===== src/rtl/core/utf8_to_utf16_transcoder_macros.svh =====
// Assertion macros shared by the UTF-8 to UTF-16 transcoder RTL.
`ifndef UTF8_TO_UTF16_TRANSCODER_MACROS_SVH
`define UTF8_TO_UTF16_TRANSCODER_MACROS_SVH

// Same-cycle implication, disabled during reset.
`define U8U16_IMPLY(label, clk, rst, ante, cons) \
  label: assert property (@(posedge clk) disable iff (rst) (ante) |-> (cons)) \
    else $error("same-cycle check failed");

// Next-cycle implication, disabled during reset.
`define U8U16_NEXT(label, clk, rst, ante, cons) \
  label: assert property (@(posedge clk) disable iff (rst) (ante) |=> (cons)) \
    else $error("next-cycle check failed");

`endif


===== src/rtl/core/u8u16_pkg.sv =====
// Shared types and constants for the UTF-8 to UTF-16 transcoder.
package u8u16_pkg;

  localparam int POS_BITS = 32;

  localparam logic [7:0] CONT_TAG  = 8'h80;
  localparam logic [7:0] CONT_MASK = 8'hC0;
  localparam logic [7:0] LEAD_MIN  = 8'hC2;
  localparam logic [7:0] LEAD3     = 8'hE0;
  localparam logic [7:0] LEAD4     = 8'hF0;
  localparam logic [7:0] LEAD_END  = 8'hF5;

  localparam logic [20:0] MIN3    = 21'h000800;
  localparam logic [20:0] SUR_LO  = 21'h00D800;
  localparam logic [20:0] SUR_HI  = 21'h00DFFF;
  localparam logic [20:0] BOM_CP  = 21'h00FEFF;
  localparam logic [20:0] PLANE1  = 21'h010000;
  localparam logic [20:0] CP_MAX  = 21'h10FFFF;

  localparam logic [5:0] HI_SUR_TAG = 6'b110110;
  localparam logic [5:0] LO_SUR_TAG = 6'b110111;

  localparam logic [2:0] SEQ_LEN2 = 3'd2;
  localparam logic [2:0] SEQ_LEN3 = 3'd3;
  localparam logic [2:0] SEQ_LEN4 = 3'd4;

  localparam int OQ_DEPTH = 4;
  localparam int OQ_PTR_W = $clog2(OQ_DEPTH);
  localparam int OQ_CNT_W = $clog2(OQ_DEPTH + 1);

  localparam int PADDR_W = 2;
  localparam logic [PADDR_W-1:0] REG_SKIP_BOM = 2'd0;

  typedef enum logic [2:0] {
    ERR_NONE = 3'd0,
    ERR_LEAD = 3'd1,
    ERR_CONT = 3'd2,
    ERR_VAL3 = 3'd3,
    ERR_VAL4 = 3'd4
  } err_code_t;

  typedef struct packed {
    logic [7:0] byte_in;
    logic       end_in;
  } in_beat_t;

  typedef struct packed {
    logic [15:0] word_out;
    logic        word_valid;
    logic        run_last;
    logic        string_done;
    logic        err_flag;
    err_code_t   err_code;
    logic [31:0] err_offset;
  } out_beat_t;

  typedef struct packed {
    logic [1:0] count;
    out_beat_t  w0;
    out_beat_t  w1;
  } push_t;

endpackage


===== src/rtl/core/u8u16_decode.sv =====
// Input register, sequence state and single-pass UTF-8 decode.
`include "utf8_to_utf16_transcoder_macros.svh"

module u8u16_decode (
  input  logic               clk,
  input  logic               rst,
  input  logic               skip_bom,
  input  logic               src_valid,
  output logic               src_stall,
  input  u8u16_pkg::in_beat_t src_data,
  input  logic               room,
  output u8u16_pkg::push_t   push
);
  import u8u16_pkg::*;

  logic                in_full;
  in_beat_t            in_beat;
  logic                proc;

  logic [20:0]         partial_cp, partial_cp_next;
  logic [1:0]          bytes_left, bytes_left_next;
  logic [2:0]          seq_len, seq_len_next;
  logic [POS_BITS-1:0] lead_offset, lead_offset_next;
  logic [POS_BITS-1:0] byte_count, byte_count_next;
  logic                discarding, discarding_next;
  logic                at_start, at_start_next;

  err_code_t           err;
  logic [POS_BITS-1:0] err_off;
  logic                have;
  logic [20:0]         cp;
  logic [20:0]         cp_rel;
  logic [1:0]          cnt;
  out_beat_t           w0, w1;

  assign proc      = in_full && room;
  assign src_stall = in_full && !room;

  always_ff @(posedge clk) begin
    if (rst) begin
      in_full <= 1'b0;
    end else if (!src_stall) begin
      in_full <= src_valid;
    end
  end

  always_ff @(posedge clk) begin
    if (!src_stall && src_valid) begin
      in_beat <= src_data;
    end
  end

  // Sequence state and next-state decode
  always_comb begin
    partial_cp_next  = partial_cp;
    bytes_left_next  = bytes_left;
    seq_len_next     = seq_len;
    lead_offset_next = lead_offset;
    byte_count_next  = byte_count + POS_BITS'(1);
    discarding_next  = discarding;
    at_start_next    = at_start;
    err              = ERR_NONE;
    err_off          = '0;
    have             = 1'b0;
    cp               = '0;

    if (!discarding) begin
      if (bytes_left == 2'd0) begin
        if (in_beat.byte_in < CONT_TAG) begin
          cp   = {13'd0, in_beat.byte_in};
          have = 1'b1;
        end else if (in_beat.byte_in < LEAD_MIN || in_beat.byte_in >= LEAD_END) begin
          err     = ERR_LEAD;
          err_off = byte_count;
        end else begin
          lead_offset_next = byte_count;
          if (in_beat.byte_in < LEAD3) begin
            seq_len_next    = SEQ_LEN2;
            partial_cp_next = {16'd0, in_beat.byte_in[4:0]};
          end else if (in_beat.byte_in < LEAD4) begin
            seq_len_next    = SEQ_LEN3;
            partial_cp_next = {17'd0, in_beat.byte_in[3:0]};
          end else begin
            seq_len_next    = SEQ_LEN4;
            partial_cp_next = {18'd0, in_beat.byte_in[2:0]};
          end
          bytes_left_next = seq_len_next[1:0] - 2'd1;
          if (in_beat.end_in) begin
            err     = ERR_CONT;
            err_off = byte_count;
          end
        end
      end else if ((in_beat.byte_in & CONT_MASK) != CONT_TAG) begin
        err     = ERR_CONT;
        err_off = lead_offset;
      end else begin
        partial_cp_next = {partial_cp[14:0], in_beat.byte_in[5:0]};
        bytes_left_next = bytes_left - 2'd1;
        if (bytes_left_next == 2'd0) begin
          cp = partial_cp_next;
          if (seq_len == SEQ_LEN3 && (cp < MIN3 || (cp >= SUR_LO && cp <= SUR_HI))) begin
            err     = ERR_VAL3;
            err_off = lead_offset;
          end else if (seq_len == SEQ_LEN4 && (cp < PLANE1 || cp > CP_MAX)) begin
            err     = ERR_VAL4;
            err_off = lead_offset;
          end else begin
            have = 1'b1;
          end
        end else if (in_beat.end_in) begin
          err     = ERR_CONT;
          err_off = lead_offset;
        end
      end

      if (err != ERR_NONE) begin
        discarding_next = 1'b1;
        bytes_left_next = 2'd0;
        at_start_next   = 1'b0;
      end else if (have) begin
        at_start_next = 1'b0;
      end
    end

    if (in_beat.end_in) begin
      partial_cp_next  = '0;
      bytes_left_next  = 2'd0;
      seq_len_next     = 3'd0;
      lead_offset_next = '0;
      byte_count_next  = '0;
      discarding_next  = 1'b0;
      at_start_next    = 1'b1;
    end
  end

  // Result words for this beat
  always_comb begin
    w0     = '0;
    w1     = '0;
    cnt    = 2'd0;
    cp_rel = cp - PLANE1;

    if (err != ERR_NONE) begin
      w0.err_flag   = 1'b1;
      w0.err_code   = err;
      w0.err_offset = 32'(err_off);
      cnt           = 2'd1;
    end else if (have && !(at_start && skip_bom && cp == BOM_CP)) begin
      if (cp < PLANE1) begin
        w0.word_out   = cp[15:0];
        w0.word_valid = 1'b1;
        cnt           = 2'd1;
      end else begin
        w0.word_out   = {HI_SUR_TAG, cp_rel[19:10]};
        w0.word_valid = 1'b1;
        w1.word_out   = {LO_SUR_TAG, cp_rel[9:0]};
        w1.word_valid = 1'b1;
        cnt           = 2'd2;
      end
    end

    if (in_beat.end_in && cnt == 2'd0) begin
      cnt = 2'd1;
    end

    if (cnt == 2'd2) begin
      w1.run_last    = 1'b1;
      w1.string_done = in_beat.end_in;
    end else begin
      w0.run_last    = 1'b1;
      w0.string_done = in_beat.end_in;
    end

    push.count = proc ? cnt : 2'd0;
    push.w0    = w0;
    push.w1    = w1;
  end

  always_ff @(posedge clk) begin
    if (rst) begin
      partial_cp  <= '0;
      bytes_left  <= 2'd0;
      seq_len     <= 3'd0;
      lead_offset <= '0;
      byte_count  <= '0;
      discarding  <= 1'b0;
      at_start    <= 1'b1;
    end else if (proc) begin
      partial_cp  <= partial_cp_next;
      bytes_left  <= bytes_left_next;
      seq_len     <= seq_len_next;
      lead_offset <= lead_offset_next;
      byte_count  <= byte_count_next;
      discarding  <= discarding_next;
      at_start    <= at_start_next;
    end
  end

  `U8U16_IMPLY(a_err_alone, clk, rst, push.count != 2'd0 && push.w0.err_flag, push.count == 2'd1 && !push.w0.word_valid && push.w0.run_last)
  `U8U16_IMPLY(a_pair_tags, clk, rst, push.count == 2'd2, push.w0.word_out[15:10] == HI_SUR_TAG && push.w1.word_out[15:10] == LO_SUR_TAG && !push.w0.run_last)
  `U8U16_NEXT(a_discard, clk, rst, proc && push.w0.err_flag && !in_beat.end_in, discarding && bytes_left == 2'd0)

endmodule


===== src/rtl/core/u8u16_outq.sv =====
// Four-entry result queue: takes up to two words a cycle while two entries are free, sends one unless dst stalls.
`include "utf8_to_utf16_transcoder_macros.svh"

module u8u16_outq (
  input  logic                clk,
  input  logic                rst,
  input  u8u16_pkg::push_t    push,
  output logic                room,
  output logic                dst_valid,
  input  logic                dst_stall,
  output u8u16_pkg::out_beat_t dst_data
);
  import u8u16_pkg::*;

  out_beat_t           slots [OQ_DEPTH];
  logic [OQ_PTR_W-1:0] wr_ptr, rd_ptr;
  logic [OQ_CNT_W-1:0] count, count_next;
  logic                pop;

  assign room      = count <= OQ_CNT_W'(OQ_DEPTH - 2);
  assign dst_valid = count != '0;
  assign dst_data  = slots[rd_ptr];
  assign pop       = dst_valid && !dst_stall;

  assign count_next = count + OQ_CNT_W'(push.count) - OQ_CNT_W'(pop);

  always_ff @(posedge clk) begin
    if (push.count != 2'd0) begin
      slots[wr_ptr] <= push.w0;
    end
    if (push.count == 2'd2) begin
      slots[wr_ptr + OQ_PTR_W'(1)] <= push.w1;
    end
  end

  always_ff @(posedge clk) begin
    if (rst) begin
      wr_ptr <= '0;
      rd_ptr <= '0;
      count  <= '0;
    end else begin
      wr_ptr <= wr_ptr + OQ_PTR_W'(push.count);
      if (pop) begin
        rd_ptr <= rd_ptr + OQ_PTR_W'(1);
      end
      count <= count_next;
    end
  end

  `U8U16_IMPLY(a_push_room, clk, rst, push.count != 2'd0, room)
  `U8U16_NEXT(a_hold, clk, rst, dst_valid && dst_stall && push.count == 2'd0, $stable(count) && $stable(rd_ptr))
  `U8U16_IMPLY(a_count_max, clk, rst, 1'b1, count <= OQ_CNT_W'(OQ_DEPTH))

endmodule


===== src/rtl/core/utf8_to_utf16_transcoder.sv =====
// Top level of the UTF-8 to UTF-16 transcoder with its register port.
//
// One UTF-8 byte per beat goes in on src; UTF-16 words, errors and end-of-string
// marks come out on dst, at most two results per byte. A byte can be taken every
// cycle while src does not stall: it is held in the input register, decoded there
// in one pass and written to a four-entry result queue, from which its first
// result shows on dst. A surrogate pair gives two dst words; the queue takes
// both words at once and src stalls only while fewer than two queue entries are
// free. Register skip_bom (address 0, reset 1) drops a leading U+FEFF; write it
// only while the block is idle. No clearing pass follows reset.
module utf8_to_utf16_transcoder (
  input  logic                                 clk,
  input  logic                                 rst,
  input  logic                                 src_valid,
  output logic                                 src_stall,
  input  u8u16_pkg::in_beat_t                  src_data,
  output logic                                 dst_valid,
  input  logic                                 dst_stall,
  output u8u16_pkg::out_beat_t                 dst_data,
  input  logic                                 psel,
  input  logic                                 penable,
  input  logic                                 pwrite,
  input  logic [u8u16_pkg::PADDR_W-1:0]        paddr,
  input  logic [31:0]                          pwdata,
  output logic [31:0]                          prdata,
  output logic                                 pready
);
  import u8u16_pkg::*;

  logic  skip_bom;
  logic  room;
  push_t push;

  assign pready = 1'b1;
  assign prdata = (paddr == REG_SKIP_BOM) ? {31'd0, skip_bom} : 32'd0;

  always_ff @(posedge clk) begin
    if (rst) begin
      skip_bom <= 1'b1;
    end else if (psel && penable && pwrite && pready && paddr == REG_SKIP_BOM) begin
      skip_bom <= pwdata[0];
    end
  end

  u8u16_decode u_decode (
    .clk       (clk),
    .rst       (rst),
    .skip_bom  (skip_bom),
    .src_valid (src_valid),
    .src_stall (src_stall),
    .src_data  (src_data),
    .room      (room),
    .push      (push)
  );

  u8u16_outq u_outq (
    .clk       (clk),
    .rst       (rst),
    .push      (push),
    .room      (room),
    .dst_valid (dst_valid),
    .dst_stall (dst_stall),
    .dst_data  (dst_data)
  );

endmodule


===== config.mk =====
export PLATFORM = sky130hd
export DESIGN_NAME = utf8_to_utf16_transcoder
export DESIGN_NICKNAME = d
export VERILOG_FILES = /design/src/rtl/core/u8u16_pkg.sv /design/src/rtl/core/u8u16_decode.sv /design/src/rtl/core/u8u16_outq.sv /design/src/rtl/core/utf8_to_utf16_transcoder.sv
export VERILOG_INCLUDE_DIRS = /design/src /design/src/rtl/core
export SDC_FILE = /design/constraint.sdc
export NUM_CORES = 1
export LEC_CHECK = 0
export ABC_CLOCK_PERIOD_IN_PS = 5700
export BUFFER_PORTS_ARGS = -buffer_cell sky130_fd_sc_hd__buf_2
export CAP_MARGIN = 20
export CORE_UTILIZATION = 29
export CTS_CLUSTER_DIAMETER = 100
export CTS_CLUSTER_SIZE = 30
export DETAILED_ROUTE_END_ITERATION = 10
export PLACE_DENSITY = 0.44
export SLEW_MARGIN = 20
export SYNTH_ARGS = -nofsm -noshare
export SYNTH_HDL_FRONTEND = slang
export SYNTH_SLANG_ARGS = --single-unit

===== constraint.sdc =====
create_clock -name clk -period 5.7 [get_ports clk]
set_clock_uncertainty 0.2 [all_clocks]
set_input_delay 1.14 -clock clk [delete_from_list [all_inputs] [get_ports clk]]
set_output_delay 1.14 -clock clk [all_outputs]
set_load 0.01 [all_outputs]

==> Word-level counts from Yosys, hierarchy flattened <==
Memories as Yosys holds them, arrays and structs flattened. A register that Yosys moved wholly into a read port is not among the register bits.
Index checks and enable logic that the tools add are counted.
Widths: inputs -> output; s select.
{ "word_totals": {"reg_bits": 104, "mem_bits_rw": 220, "output_inout_bits": 90, "mem_count": 1} }
{ "memory_table": {"columns": ["memory", "depth", "word_bits", "rd", "rd_clocked_by_memory_dff", "wr", "line_no", "rtl"], "rows": [
  ["u_outq.slots", 4, 55, 1, 1, 2, "u8u16_outq.sv:15", "out_beat_t slots [OQ_DEPTH];"]
]} }
{ "classes": {"addsub": 9, "magnitude_cmp": 12, "n_eq_ne": 15, "n_mux": 93, "n_reduce_logical": 35} }
{ "op_table": {"columns": ["operator", "count"], "rows": [
  ["$mux 32", 16],
  ["$mux 17", 6],
  ["$mux 15", 6],
  ["$mux 21", 4],
  ["$mux 3", 20],
  ["$lt 21x17->1 const B", 2],
  ["$mux 36", 1],
  ["$mux 2", 17],
  ["$add 32x1->32 const B", 1],
  ["$lt 8x8->1 const B", 4],
  ["$eq 21x16->1 const B", 1],
  ["$ge 21x16->1 const B", 1],
  ["$gt 21x21->1 const B", 1],
  ["$le 21x16->1 const B", 1],
  ["$lt 21x12->1 const B", 1],
  ["$mux 1", 20],
  ["$sub 20x17->20 const B", 1],
  ["$reduce_and 5->1", 3],
  ["$logic_and 1x1->1", 14],
  ["$reduce_bool 3->1", 4],
  ["$ge 8x8->1 const B", 1],
  ["$logic_not 2->1", 4],
  ["$mux 8", 1],
  ["$ne 4x3->1 const B", 2],
  ["20 further kinds", 32]
]} }

==> Logic depth before layout (Yosys ltp) <==
{ "depth": {"word_depth": 20, "ltp_mapped": 19} }

==> Modules after synthesis <==
Synthesis repeated with hierarchy kept, for this count alone.
{ "unflattened": {"cells_unflattened": 1251, "area_unflattened_um2": 16467.0} }
{ "by_module_without_submodules": {"columns": ["mod", "n_inst", "cells_per_inst", "area_per_inst_um2"], "rows": [
  ["u8u16_outq", 1, 587, 11045.6],
  ["u8u16_decode", 1, 623, 5118.7],
  ["utf8_to_utf16_transcoder", 1, 41, 302.8]
]} }

==> Least setup slack after synthesis <==
No wires, ideal clock.
{ "synth_path": {"kind": "reg2reg", "startpoint": "reg u_decode.in_beat[7] (netlist bit)", "endpoint": "reg u_outq.count[2]", "arrival_ns": 3.823, "t_required_ns": 5.372, "slack_ns": 1.549, "stages_incl_launch_ff": 18, "n_path_buf": 1, "synth_period_minus_slack_ns": 4.151, "cell_sequence": "edfxtp_1 > nand2b_1 > or2_2 > nor2_1 > clkbuf_1 > nand2_1 > ha_1 > nand4b_1 > nor4_1 > a41oi_1 > o21ai_1 > nor2_1 > nand2_1 > ha_1 > fa_1 > xnor2_1 > xnor2_1 > nor2_1"} }
{ "synth_via": {"elab_chain_len": 16} }
{ "synth_rtl": {"columns": ["item", "line_no", "rtl"], "rows": [
  ["from (decl)", "u8u16_decode.sv:17", "in_beat_t in_beat;"],
  ["from (signal assigned)", "u8u16_decode.sv:49", "in_beat <= src_data;"],
  ["branches (longest 9 deep; another with $lt 21x17->1)", null, null],
  ["$mux 2 *", "u8u16_decode.sv:143", "if (err != ERR_NONE) begin"],
  ["$logic_not 2->1", "u8u16_decode.sv:162", "if (in_beat.end_in && cnt == 2'd0) begin"],
  ["$logic_and 1x1->1", "u8u16_decode.sv:162", null],
  ["$mux 2 *", "u8u16_decode.sv:162", null],
  ["$mux 2 *", "u8u16_decode.sv:174", "push.count = proc ? cnt : 2'd0;"],
  ["$add 3x2->3 *", "u8u16_outq.sv:25", "assign count_next = count + OQ_CNT_W'(push.count) - OQ_CNT_W'(pop);"],
  ["$sub 3x1->3 *", "u8u16_outq.sv:25", null],
  ["to (signal assigned)", "u8u16_outq.sv:46", "count <= count_next;"],
  ["to (decl)", "u8u16_outq.sv:17", "logic [OQ_CNT_W-1:0] count, count_next;"]
]} }
Every way passes the cells marked *. The select of a mux whose other input is x is not followed.
A chain may end at the register's enable or synchronous reset.

==> key figures <==
Status
  – Outcome: completed

Layout
  – Area growth syn-to-layout: 9.56%
  – Layout Cells excl Fill: 2287
  – Antenna cell count: 0
  – Net count, final: around 1600
  – Share of cells above drive strength 1: 14.2%

Routing
  – DRT antenna net count: 0
  – Vias: between 10000 and 15000
  – Initial DRC count: about 1000
  – Router iterations before antenna repair: 6
  – Drt total wl: 49.0 mm
  – Via/cell ratio: 5.37
  – Wire length per cell: 21.4 um
  – DRC viols: 0

CTS
  – Clk root buf: clkbuf_16
  – Post-CTS Hold Buffers: 0
  – Worst-path clk slew: roughly 0.11 ns
  – Clock sinks: around 330
  – Setup Fix Bufs, Post-CTS: 0
  – Clk Latency, worst-skew pair: around 0.55 ns
  – TritonCTS clock tree: built
  – TritonCTS Buffers: 16
  – Post-cts repair resize count: 0
  – H-tree depth: 1
  – CTS Buffer Depth: 3

Synthesis
  – Count leader, synth: dfxtp_1
  – Top post-synthesis cells by area: dfxtp_1 32%, edfxtp_1 16%, mux4_2 8.0%, nand3_1 5.3%, mux2i_1 4.9%
  – Synth warnings: 0
  – Post-synth top cells: 245 x dfxtp_1, 190 x nand2_1, 165 x nand3_1
  – Post-synth top area cell: dfxtp_1
  – Number of register bits inferred by synthesis: approximately 330
  – Asr flop ratio synth: 0%
  – Synthesized area per cell: roughly 9.7 um^2
  – Netlist cell types: 79
  – Post-Syn Instances: ~1600
  – Synth top area share: 31.8%
  – Multiplexer share of the synthesized area: a little over an eighth
  – Largest family of logic cells by synthesized area: simple AND/OR/NAND/NOR gates
  – Synth Area in Adders: less than 1%
  – Compound-Gate Fraction of Synth Area: ~14%
  – Mapped Area: between 0.015 and 0.02 mm^2
  – Post-synth EDFFs: 81
  – Post-Synth XOR/XNOR Area: 1.81%
  – Simple-gate share of the synthesized area: between 15 and 20%
  – Sequential share of the synthesized area: between 40% and 50%
  – Ys flop type: dfxtp_1

GRT
  – Gr usage total: around 18%
  – Largest net degree at the start of global routing: roughly 100
  – Vias in the first global route: between 10000 and 15000
  – GRT overflow: 0
  – First-pass GRT wire length: between 70 and 80 mm
  – Initial antenna violation count: 1

Timing
  – Fin worst setup slack: about 1 ns
  – RSZ-0062 raised after global routing: no
  – Final period util: between 80% and 90%
  – Fin crit period: 4.68 ns
  – Setup Viol. Count Final: 0
  – Setup total negative slack: 0 ns
  – Worst-margin pin slew: between 1 and 1.5 ns
  – Final Hold Viols: 0
  – Fmax: about 210 MHz
  – Final Max Tran Viols: 0
  – Relative slew slack: approximately 27%

Floorplan
  – Initial Util: 29.4%
  – FP Rows: 84
  – # IOs: 140
  – Die area: around 0.054 mm^2
  – Core Area: 0.0526 mm^2
  – Die Height: about 230 um
  – Die Wd: ~230 um

Worst hold path
  – HP Class: reg -> reg
  – Hold path depth: 2
  – Worst Hold Launch: u_outq.slots[0][7]
  – Hold Path Sink: u_outq.slots[0][7]

Setup path
  – CP arrival: between 4 and 5 ns
  – Startpoint class of the critical path: flop
  – Crit. End Element: flop
  – RR Endpoint: u_outq.slots[3][31]
  – Reg2reg setup slack: between 1 and 1.5 ns
  – Reg2Reg Depth: 13
  – Critical Path Fanout Max: 37
  – WS Path Type: reg -> reg
  – R2R Path Start: u_decode.in_beat[8]
  – CP required: ~6 ns

Power
  – Cell Pwr Density: 293 mW/mm^2
  – Peak ir drop on the vdd network: ~150 uV
  – Lkg Pwr: 6.03 nW

Placement
  – IO Port Bufs: between 70 and 80
  – Routability cong.: 0.833
  – Setup WS pre-CTS: 1.08 ns
  – Dpl hpwl: a little over 30 mm
  – Post-Place Cells: between 2000 and 2500

Job
  – Max Cap Violations: 0
==> routing by layer <==
layer	part of all wire [%]	global-route usage, %	vias to the layer above
met5	0	0	-
li1	-	-	5720
met4	1.8	3.94	0
met2	47	29.6	354
met3	4.8	1.72	55
met1	47	25.3	6154
==> worst max-delay path by stage <==
stage	cells after the start	slack, ns	endpoint	startpoint
CTS	13	1.02	u_outq.slots[3][31]	u_decode.in_beat[8]
detailed placement	13	1.08	u_outq.slots[3][31]	u_decode.in_beat[8]
finish	13	1.02	u_outq.slots[3][31]	u_decode.in_beat[8]
global route	13	0.72	u_outq.slots[3][31]	u_decode.in_beat[8]
global placement	13	1.14	u_outq.slots[3][52]	u_decode.in_beat[8]
floorplan	17	1.55	u_outq.count[2]	u_decode.in_beat[7]
==> cell type report <==
cell class / count / area (um^2)
clock buffer: 19 / 433
clock inverter: 6 / 106
fill: 5408 / 35600
inverter: 14 / 52.6
multi-input combinational: 1118 / 7430
sequential: 326 / 7340
tap: 688 / 861
timing repair buffer: 116 / 693
==> per-stage QoR <==
stage | util (%) | power [mW] | area (um^2) | hold slack [ns]
floorplan | - | 3.23 | 15600 | 0.235
global placement | 31.2 | 3.56 | 16400 | 0.242
detailed placement | 31.2 | 3.57 | 16400 | 0.251
CTS | 32.2 | 5.03 | 16900 | 0.270
global route | 32.2 | 5.18 | 16900 | 0.282
finish | 32.2 | 4.96 | 16900 | 0.264
==> placed cells by master (no fill, tap or decap), types with 7 or more instances in the layout <==
| cell | n |
|---|---|
| a21o_1 | 14 |
| nand3_1 | 163 |
| buf_2 | 76 |
| xnor2_1 | 9 |
| nand2b_1 | 7 |
| o211ai_1 | 30 |
| xor2_1 | 23 |
| mux4_2 | 55 |
| o22ai_1 | 23 |
| nand4_1 | 13 |
| nand2_1 | 190 |
| a21oi_1 | 129 |
| a22o_1 | 25 |
| o21ai_0 | 28 |
| edfxtp_1 | 81 |
| nor3_1 | 18 |
| dfxtp_1 | 243 |
| clkbuf_16 | 17 |
| buf_4 | 39 |
| or3_1 | 8 |
| nor2_1 | 118 |
| mux2i_1 | 76 |
| and2_1 | 12 |
| a22oi_1 | 39 |
| inv_1 | 13 |
| conb_1 | 32 |
==> logic make-up (layout without fill, tap and decap cells) <==
kind of cell	Yosys count	after routing
simple gates	575	575
compound gates	340	340
flops	326	326
buf+inv	181	155
mux	133	133
xor+xnor	32	32
fa+ha+maj	6	6
other cells	2	32
==> state kept, by name, summed over array words and instances, names as in the netlist, 2 cells and up, named ones only <==
name	flops
u_decode.byte_count	32
u_decode.bytes_left	2
u_decode.in_beat	9
u_decode.lead_offset	32
u_decode.partial_cp	15
u_decode.seq_len	3
u_outq.count	3
u_outq.rd_ptr	2
u_outq.slots	220
u_outq.wr_ptr	2
==> critical path, stage by stage (launching register included) <==
cell,delay (ns)
edfxtp_1,0.61
nand2b_1,0.18
or2_2,0.38
nor2_1,0.31
nand2_1,0.21
ha_1,0.24
nand4b_1,0.10
nor4_1,0.07
a41oi_1,0.25
o21a_1,0.54
nand2_1,0.47
nor2_4,0.29
buf_4,0.54
a21oi_1,0.10
==> where the power goes <==
part           switching, mW  internal [mW]
clock network          0.830          0.620
registers              0.144           2.46
logic                  0.543          0.360
Power figures use the tool's default switching activity.
